===== config.mk =====
export PLATFORM = sky130hd
export DESIGN_NAME = grc_div
export DESIGN_NICKNAME = d
export VERILOG_FILES = /design/src/rtl/core/grc_pkg.sv /design/src/rtl/core/grc_div.sv
export SDC_FILE = /design/constraint.sdc
export NUM_CORES = 1
export LEC_CHECK = 0
export BUFFER_PORTS_ARGS = -buffer_cell sky130_fd_sc_hd__buf_2
export CAP_MARGIN = 20
export CORE_AREA = 4 4 159 161
export DETAILED_ROUTE_END_ITERATION = 16
export DIE_AREA = 0 0 163 165
export GPL_TIMING_DRIVEN = 0
export PLACE_DENSITY = 0.65
export SYNTH_ARGS = -nofsm -noshare
export SYNTH_HDL_FRONTEND = slang
export SYNTH_SLANG_ARGS = --single-unit

===== constraint.sdc =====
create_clock -name clk -period 3.2 [get_ports clk]
set_input_delay 0.48 -clock clk [delete_from_list [all_inputs] [get_ports clk]]
set_output_delay 0.48 -clock clk [all_outputs]
set_load 0.01 [all_outputs]

===== src/rtl/core/grc_pkg.sv =====
package grc_pkg;

	localparam int MAP_AW    = 12;
	localparam int CELL_W    = 4;
	localparam int REG_W     = 7;
	localparam int DIV_NUM_W = 35;
	localparam int DIV_DEN_W = 55;
	localparam int TRAVEL_W  = 52;
	localparam int STEP_W    = 41;
	localparam int SLOPE_W   = 27;
	localparam int T_W       = 24;
	localparam int CRD_W     = 9;

	localparam logic OP_WRITE = 1'b0;
	localparam logic OP_CAST  = 1'b1;

	localparam logic REG_MAP_WIDTH  = 1'b0;
	localparam logic REG_MAP_HEIGHT = 1'b1;

	localparam logic [17:0] TRAVEL_MAX = 18'h3FFFF;

	typedef struct packed {
		logic               operation;
		logic [11:0]        cell_index;
		logic [3:0]         cell_value;
		logic [15:0]        pos_x;
		logic [15:0]        pos_y;
		logic signed [15:0] dir_cos;
		logic signed [15:0] dir_sin;
		logic [7:0]         column;
	} grc_in_t;

	typedef struct packed {
		logic [3:0]  wall_color;
		logic        wall_horizontal;
		logic [17:0] travel;
		logic [8:0]  column_height;
	} grc_out_t;

	typedef struct packed {
		logic busy;
		logic done;
	} grc_div_sts_t;

endpackage


===== src/rtl/core/grc_div.sv =====
module grc_div #(
	parameter int NUM_W = 35,
	parameter int DEN_W = 55
) (
	input  logic                  clk,
	input  logic                  arst_n,
	input  logic                  start,
	input  logic [NUM_W-1:0]      num,
	input  logic [DEN_W-1:0]      den,
	output grc_pkg::grc_div_sts_t sts,
	output logic [NUM_W-1:0]      quot
);

	localparam int CNT_W = $clog2(NUM_W + 1);

	logic [DEN_W:0]   rem_q;
	logic [NUM_W-1:0] quo_q;
	logic [DEN_W-1:0] den_q;
	logic [CNT_W-1:0] cnt_q;
	logic             busy_q;
	logic             done_q;

	logic [DEN_W:0] shifted;
	logic           fits;

	// one quotient bit per cycle, restoring
	always_comb begin
		shifted = {rem_q[DEN_W-1:0], quo_q[NUM_W-1]};
		fits    = shifted >= {1'b0, den_q};
	end

	always_ff @(posedge clk or negedge arst_n) begin
		if (!arst_n) begin
			busy_q <= 1'b0;
			done_q <= 1'b0;
			cnt_q  <= '0;
		end else begin
			done_q <= busy_q && (cnt_q == CNT_W'(1));
			if (start) begin
				busy_q <= 1'b1;
				cnt_q  <= CNT_W'(NUM_W);
			end else if (busy_q) begin
				cnt_q <= cnt_q - CNT_W'(1);
				if (cnt_q == CNT_W'(1)) begin
					busy_q <= 1'b0;
				end
			end
		end
	end

	always_ff @(posedge clk) begin
		if (start) begin
			rem_q <= '0;
			quo_q <= num;
			den_q <= den;
		end else if (busy_q) begin
			rem_q <= fits ? (shifted - {1'b0, den_q}) : shifted;
			quo_q <= {quo_q[NUM_W-2:0], fits};
		end
	end

	assign sts.busy = busy_q;
	assign sts.done = done_q;
	assign quot     = quo_q;

endmodule


==> impl_metrics.env, run 1 <==
export IMPL_yosysSeqAreaShare_pct=42.67
export IMPL_syn_cell_area_um2=9384
export IMPL_wirelength_um=26740
export IMPL_setup_slack_ns=0.02311
export IMPL_wl_per_cell_um=17.46
export IMPL_leakage_nw=5.029
export IMPL_insertion_delay_ns=0.44
export IMPL_grt_antenna_before_repair=0
export IMPL_multi_input_area_um2=5276
export IMPL_synth_edf_count=90
export IMPL_path_class="register to register"
export IMPL_ir_drop_mv=0.3687
export IMPL_grt_pass1_vias=8047
export IMPL_drive_above_1_share_pct=25.41
export IMPL_rsz0062_at_grt="yes"
export IMPL_hpwl_um=19350
export IMPL_root_buffer="clkbuf_16"
export IMPL_fin_setup_tns_ns=0
export IMPL_syn2layout_area_growth_pct=25.07
export IMPL_synth_main_ff_cell="edfxtp_1"
export IMPL_reg2reg_setup_slack_ns=0.02
export IMPL_grt_usage_pct=19.49
export IMPL_yosys_warnings=0
export IMPL_crit_family="compound AO/OA/AOI/OAI gates"
export IMPL_drc=0
export IMPL_worst_pin_slew_ns=0.8451
export IMPL_reg2reg_to="rem_q[41]"
export IMPL_vias=8252
export IMPL_cp_slowest_stage_delay_ns=0.45
export IMPL_antenna_left=0
export IMPL_grt_overflow_total=0
export IMPL_period_needed_ns=3.177
export IMPL_critPathLaunch="den_q[10]"
export IMPL_drtIter0Drc=565
export IMPL_syn_nets=1172
export IMPL_cp_max_fo=6
export IMPL_avgSynthCellArea_um2=9.191
export IMPL_crit_path_end="rem_q[41]"
export IMPL_fill_cells=2289
export IMPL_die_x_um=163
export IMPL_drv_cap=0
export IMPL_coreArea_um2=23960
export IMPL_diodes=0
export IMPL_synth_cell_types=62
export IMPL_cts_tree="done"
export IMPL_final_common_cell="buf_2"
export IMPL_pre_cts_ws_ns=-0.8902
export IMPL_final_cell_mix="buf_2 (133), nand2_1 (125), nor2_1 (102)"
export IMPL_dieArea_um2=26900
export IMPL_grt_max_degree=36
export IMPL_clk_transition_reported_paths_ns=0.07
export IMPL_critPathCaptureType="register"
export IMPL_fmax_ghz=0.3148
export IMPL_ioPinCount=130
export IMPL_async_flop_share_pct=5.229
export IMPL_fin_skew_ns=0.01467
export IMPL_numCtsBuffers=17
export IMPL_cp_start_kind="register"
export IMPL_hold_path_class="primary input to register"
export IMPL_drv_slew=0
export IMPL_cp_arrival_ns=3.52
export IMPL_start_util_pct=39.16
export IMPL_crit_cells=13
export IMPL_timing_rr_start="den_q[10]"
export IMPL_power_density_nw_per_um2=439.1
export IMPL_grt_pass1_wl_um=41510
export IMPL_fin_util_pct=48.98
export IMPL_slew_headroom_pct=43.66
export IMPL_cpMaxStageDelayCell="a2111oi_4"
export IMPL_period_share_pct=99.28
export IMPL_die_y_um=165
export IMPL_layout_nets=1346
export IMPL_cts_path_max_buffers=2
export IMPL_cts_sinks=153
export IMPL_critical_path_buf_inv_count=3
export IMPL_finalSetupViolCount=0
export IMPL_hold_violations=0
export IMPL_ff_latch_area_um2=4004
export IMPL_place_congestion=0.9010
export IMPL_total_power_mw=5.154
export IMPL_drt_pass1_iter_count=5
export IMPL_synth_seq_cells=153
export IMPL_reg2reg_depth=13
export IMPL_cp_required_ns=3.54
export IMPL_status="finished, final reports clean"
export IMPL_portBuffers=129
export IMPL_rows=57
export IMPL_syn_instance_count=1021
export IMPL_worstPathCellList="inv_2, ha_4, buf_6, nand3_4, or3_4, a211o_4, a2111oi_4, o21ai_4, o31ai_4, buf_4, nand2b_4, a211o_1, a311oi_1"
export IMPL_htreeDepth=4
export IMPL_via_per_inst=5.386
kinds of logic (layout without fill, tap and decap cells):
kind of cell,Yosys count,after routing,share of synthesized area [%]
xor+xnor,45,45,4.200
simple gates,329,329,15.53
flops,153,153,42.67
buf+inv,122,309,5.200
compound gates,276,276,20.07
mux,38,38,4.520
fa+ha+maj,58,58,7.813
registers in the layout (all words and copies together), names as in the netlist:
name,count
cnt_q,6
busy_q,1
quot,35
rem_q,55
den_q,55
done_q,1
synthesized netlist by cell type (all sizes together) (7+ instances only):
| cell | instances | area [um^2] |
|---|---|---|
| mux2 | 35 | 394.1 |
| a21oi | 81 | 405.4 |
| clkbuf | 38 | 142.6 |
| buf | 20 | 105.1 |
| o21ai | 40 | 204.0 |
| a311oi | 37 | 324.1 |
| a21o | 36 | 270.3 |
| edfxtp | 90 | 2703 |
| o211ai | 8 | 60.06 |
| nand2b | 10 | 62.56 |
| xor2 | 16 | 140.1 |
| nand4 | 15 | 93.84 |
| o21bai | 10 | 75.07 |
| and3 | 9 | 56.30 |
| nor2b | 8 | 50.05 |
| o21a | 7 | 52.55 |
| nand3 | 22 | 110.1 |
| ha | 57 | 713.2 |
| dfrtp | 8 | 200.2 |
| nand2 | 127 | 476.7 |
| nor3 | 8 | 40.04 |
| dfxtp | 55 | 1101 |
| xnor2 | 29 | 254.0 |
| nor2 | 104 | 390.4 |
| inv | 64 | 240.2 |
| a211oi | 21 | 157.7 |
layer usage:
metal	share of wire, %	GRT usage [%]	vias up
met2	47	32.40	264
met1	44	24.46	3902
li1	-	-	4049
met3	7.4	5.740	37
met4	1.9	6.329	0
met5	0	0	-
how the worst min path moves through the flow:
stage	from	end	slack, ns	cells past startpoint
finish	den[4]	den_q[4]	0.21	1
detailed placement	arst_n	cnt_q[3]	0.34	1
global route	den[48]	den_q[48]	0.20	1
floorplan	arst_n	busy_q	0.18	0
CTS	den[4]	den_q[4]	0.20	1
global placement	arst_n	cnt_q[3]	0.33	1
timing repair:
item / in CTS / in global routing
hold buffers: 1 / 0
pin swaps: 16 / 24
hold endpoints to repair: 8 / 0
gates cloned: 1 / 0
buffers inserted: 10 / 17
endpoints found under the setup margin: 56 / 54
gates resized for setup: 48 / 57
power breakdown:
group,internal [mW],switching [mW],leakage (nW),total [mW]
clock,1.24,0.867,0.296,2.10
sequential,2.22,0.0638,1.45,2.29
combinational,0.331,0.430,3.29,0.761
through the flow:
stage / hold WS [ns] / std cells / area (um^2)
after floorplan: 0.1844 / 1021 / 9384
after global placement: 0.3300 / 1474 / 10440
after detailed placement: 0.3368 / 1476 / 10460
after CTS: 0.1988 / 1517 / 11320
after global routing: 0.1953 / 1532 / 11740
final: 0.2092 / 1532 / 11740
final cells by class:
type | instances | area share, %
plain buffers | 53 | 2.665
clock buffers | 19 | 3.689
clock inverters | 13 | 1.429
inverters | 64 | 2.047
multi-input cells | 746 | 44.96
flip-flops and latches | 153 | 34.12
well taps | 324 | 3.454
repair buffers | 160 | 7.644
Note: power is estimated with default switching activity, not from simulation.
==> run 2: changes to the inputs <==
- REMOVE_ABC_BUFFERS: unset -> 1
==> run 2 against run 1 <==
Against the previous run:
- the run now ends with DRC, setup timing left
- clock skew fell by 0.0026 ns
- first-iteration DRC count rose by 2.3%
- non-clock buffer count fell by 41
- total power fell by 0.87%
- largest cell class unchanged
==> impl_metrics.env, run 2 (synthesis results as in run 1) <==
export IMPL_status="complete, but fails checks"
export IMPL_violations="DRC, setup timing"
export IMPL_cp_start_kind="register"
export IMPL_die_x_um=163
export IMPL_path_class="register to register"
export IMPL_ir_drop_mv=0.2522
export IMPL_leakage_nw=5.012
export IMPL_clk_transition_reported_paths_ns=0.07
export IMPL_fin_skew_ns=0.01202
export IMPL_timing_rr_start="den_q[7]"
export IMPL_multi_input_area_um2=5389
export IMPL_worst_pin_slew_ns=0.8158
export IMPL_grt_antenna_before_repair=1
export IMPL_drt_pass1_iter_count=12
export IMPL_stdcell_area_um2=11780
export IMPL_cp_required_ns=3.53
export IMPL_hold_path_class="primary input to register"
export IMPL_vias=8074
export IMPL_ff_latch_area_um2=4008
export IMPL_place_congestion=0.8405
export IMPL_period_needed_ns=3.235
export IMPL_start_util_pct=39.16
export IMPL_layout_nets=1306
export IMPL_power_density_nw_per_um2=433.5
export IMPL_htreeDepth=4
export IMPL_hpwl_um=15970
export IMPL_rsz0062_at_grt="yes"
export IMPL_worstPathCellList="inv_1, ha_4, nand3_4, or3_4, a211o_4, a2111oi_4, o21ai_4, o31ai_4, a31oi_1, mux2i_1, nor3_2, a2111oi_2"
export IMPL_drc=1
export IMPL_ioPinCount=130
export IMPL_cp_max_fo=5
export IMPL_numCtsBuffers=17
export IMPL_period_share_pct=101.1
export IMPL_wl_per_cell_um=16.47
export IMPL_drv_cap=0
export IMPL_fin_util_pct=49.18
export IMPL_grt_pass1_wl_um=38610
export IMPL_fmax_ghz=0.3091
export IMPL_crit_family="compound AO/OA/AOI/OAI gates"
export IMPL_fill_cells=2271
export IMPL_setup_slack_ns=-0.03544
export IMPL_grt_usage_pct=17.76
export IMPL_cp_arrival_ns=3.57
export IMPL_grt_overflow_total=0
export IMPL_finalSetupViolCount=1
export IMPL_rows=57
export IMPL_hold_violations=0
export IMPL_hold_path_depth=1
export IMPL_placed_area_um2=10290
export IMPL_coreArea_um2=23960
export IMPL_drtIter0Drc=578
export IMPL_drive_above_1_share_pct=28.17
export IMPL_cts_sinks=153
export IMPL_grt_pass1_vias=7627
export IMPL_pre_cts_ws_ns=-0.8159
export IMPL_cp_slowest_stage_delay_ns=0.47
export IMPL_min_delay_start="den[15]"
export IMPL_cpMaxStageDelayCell="a2111oi_4"
export IMPL_critical_path_buf_inv_count=1
export IMPL_final_common_cell="buf_2"
export IMPL_drv_slew=0
export IMPL_final_cell_mix="buf_2 (128), nand2_1 (124), nor2_1 (97)"
export IMPL_slew_headroom_pct=45.61
export IMPL_diodes=0
export IMPL_grt_max_degree=94
export IMPL_wirelength_um=24570
export IMPL_portBuffers=129
export IMPL_reg2reg_depth=12
export IMPL_cts_path_max_buffers=2
export IMPL_syn2layout_area_growth_pct=25.57
export IMPL_antenna_left=0
export IMPL_reg2reg_to="rem_q[49]"
export IMPL_insertion_delay_ns=0.43
export IMPL_cts_tree="done"
export IMPL_dieArea_um2=26900
export IMPL_die_y_um=165
export IMPL_holdPathEnd="den_q[15]"
export IMPL_critPathCaptureType="register"
export IMPL_via_per_inst=5.412
export IMPL_reg2reg_setup_slack_ns=-0.04
export IMPL_root_buffer="clkbuf_16"
==> run 2: what timing repair did <==
action / CTS / global route
resized for setup: 50 / 61
hold buffers: 1 / 0
hold endpoints to repair: 8 / 0
pin swaps: 16 / 29
setup endpoints to repair: 56 / 53
buffers inserted: 14 / 20
cloned: 4 / 1
==> run 2: power by group <==
part	internal (mW)	leakage (nW)	switching (mW)	total, mW
logic	0.338	3.27	0.420	0.757
clock network	1.13	0.289	0.935	2.06
registers	2.22	1.45	0.0631	2.29
total	3.69	5.01	1.42	5.11
==> run 2: worst max-delay path by stage <==
stage	cells after the start	end	start
6_report	12	rem_q[49]	den_q[7]
5_1_grt	12	rem_q[49]	den_q[10]
3_3_place_gp	12	rem_q[49]	quot[34]
2_1_floorplan	12	rem_q[49]	quot[34]
4_1_cts	12	rem_q[49]	den_q[6]
3_5_place_dp	13	rem_q[49]	quot[34]
==> run 2: metrics by stage <==
stage	setup TNS (ns)	power, mW	instances	hold slack [ns]
2_1_floorplan	-60.55	2.736	963	0.1844
3_3_place_gp	-224.48	2.975	1416	0.3339
3_5_place_dp	-31.23	2.986	1420	0.3358
4_1_cts	-0.07544	5.107	1471	0.1960
5_1_grt	-0.8326	5.337	1492	0.1897
6_report	-0.03544	5.109	1492	0.2151
==> run 2: area by class of cell <==
cell class,instances,share of cell area (%)
clock buffer,18,3.727
multi-input combinational,747,45.73
tap,324,3.440
clock inverter,14,1.317
sequential,153,34.01
inverter,64,2.039
timing repair buffer,172,9.737
==> run 2: routing by layer <==
metal	GRT usage (%)	vias up	routed length (um)
met5	0	-	8
met4	5.071	2	463
met3	5.590	39	1762
met2	28.53	247	11440
met1	23.15	3815	10900
li1	-	3971	-
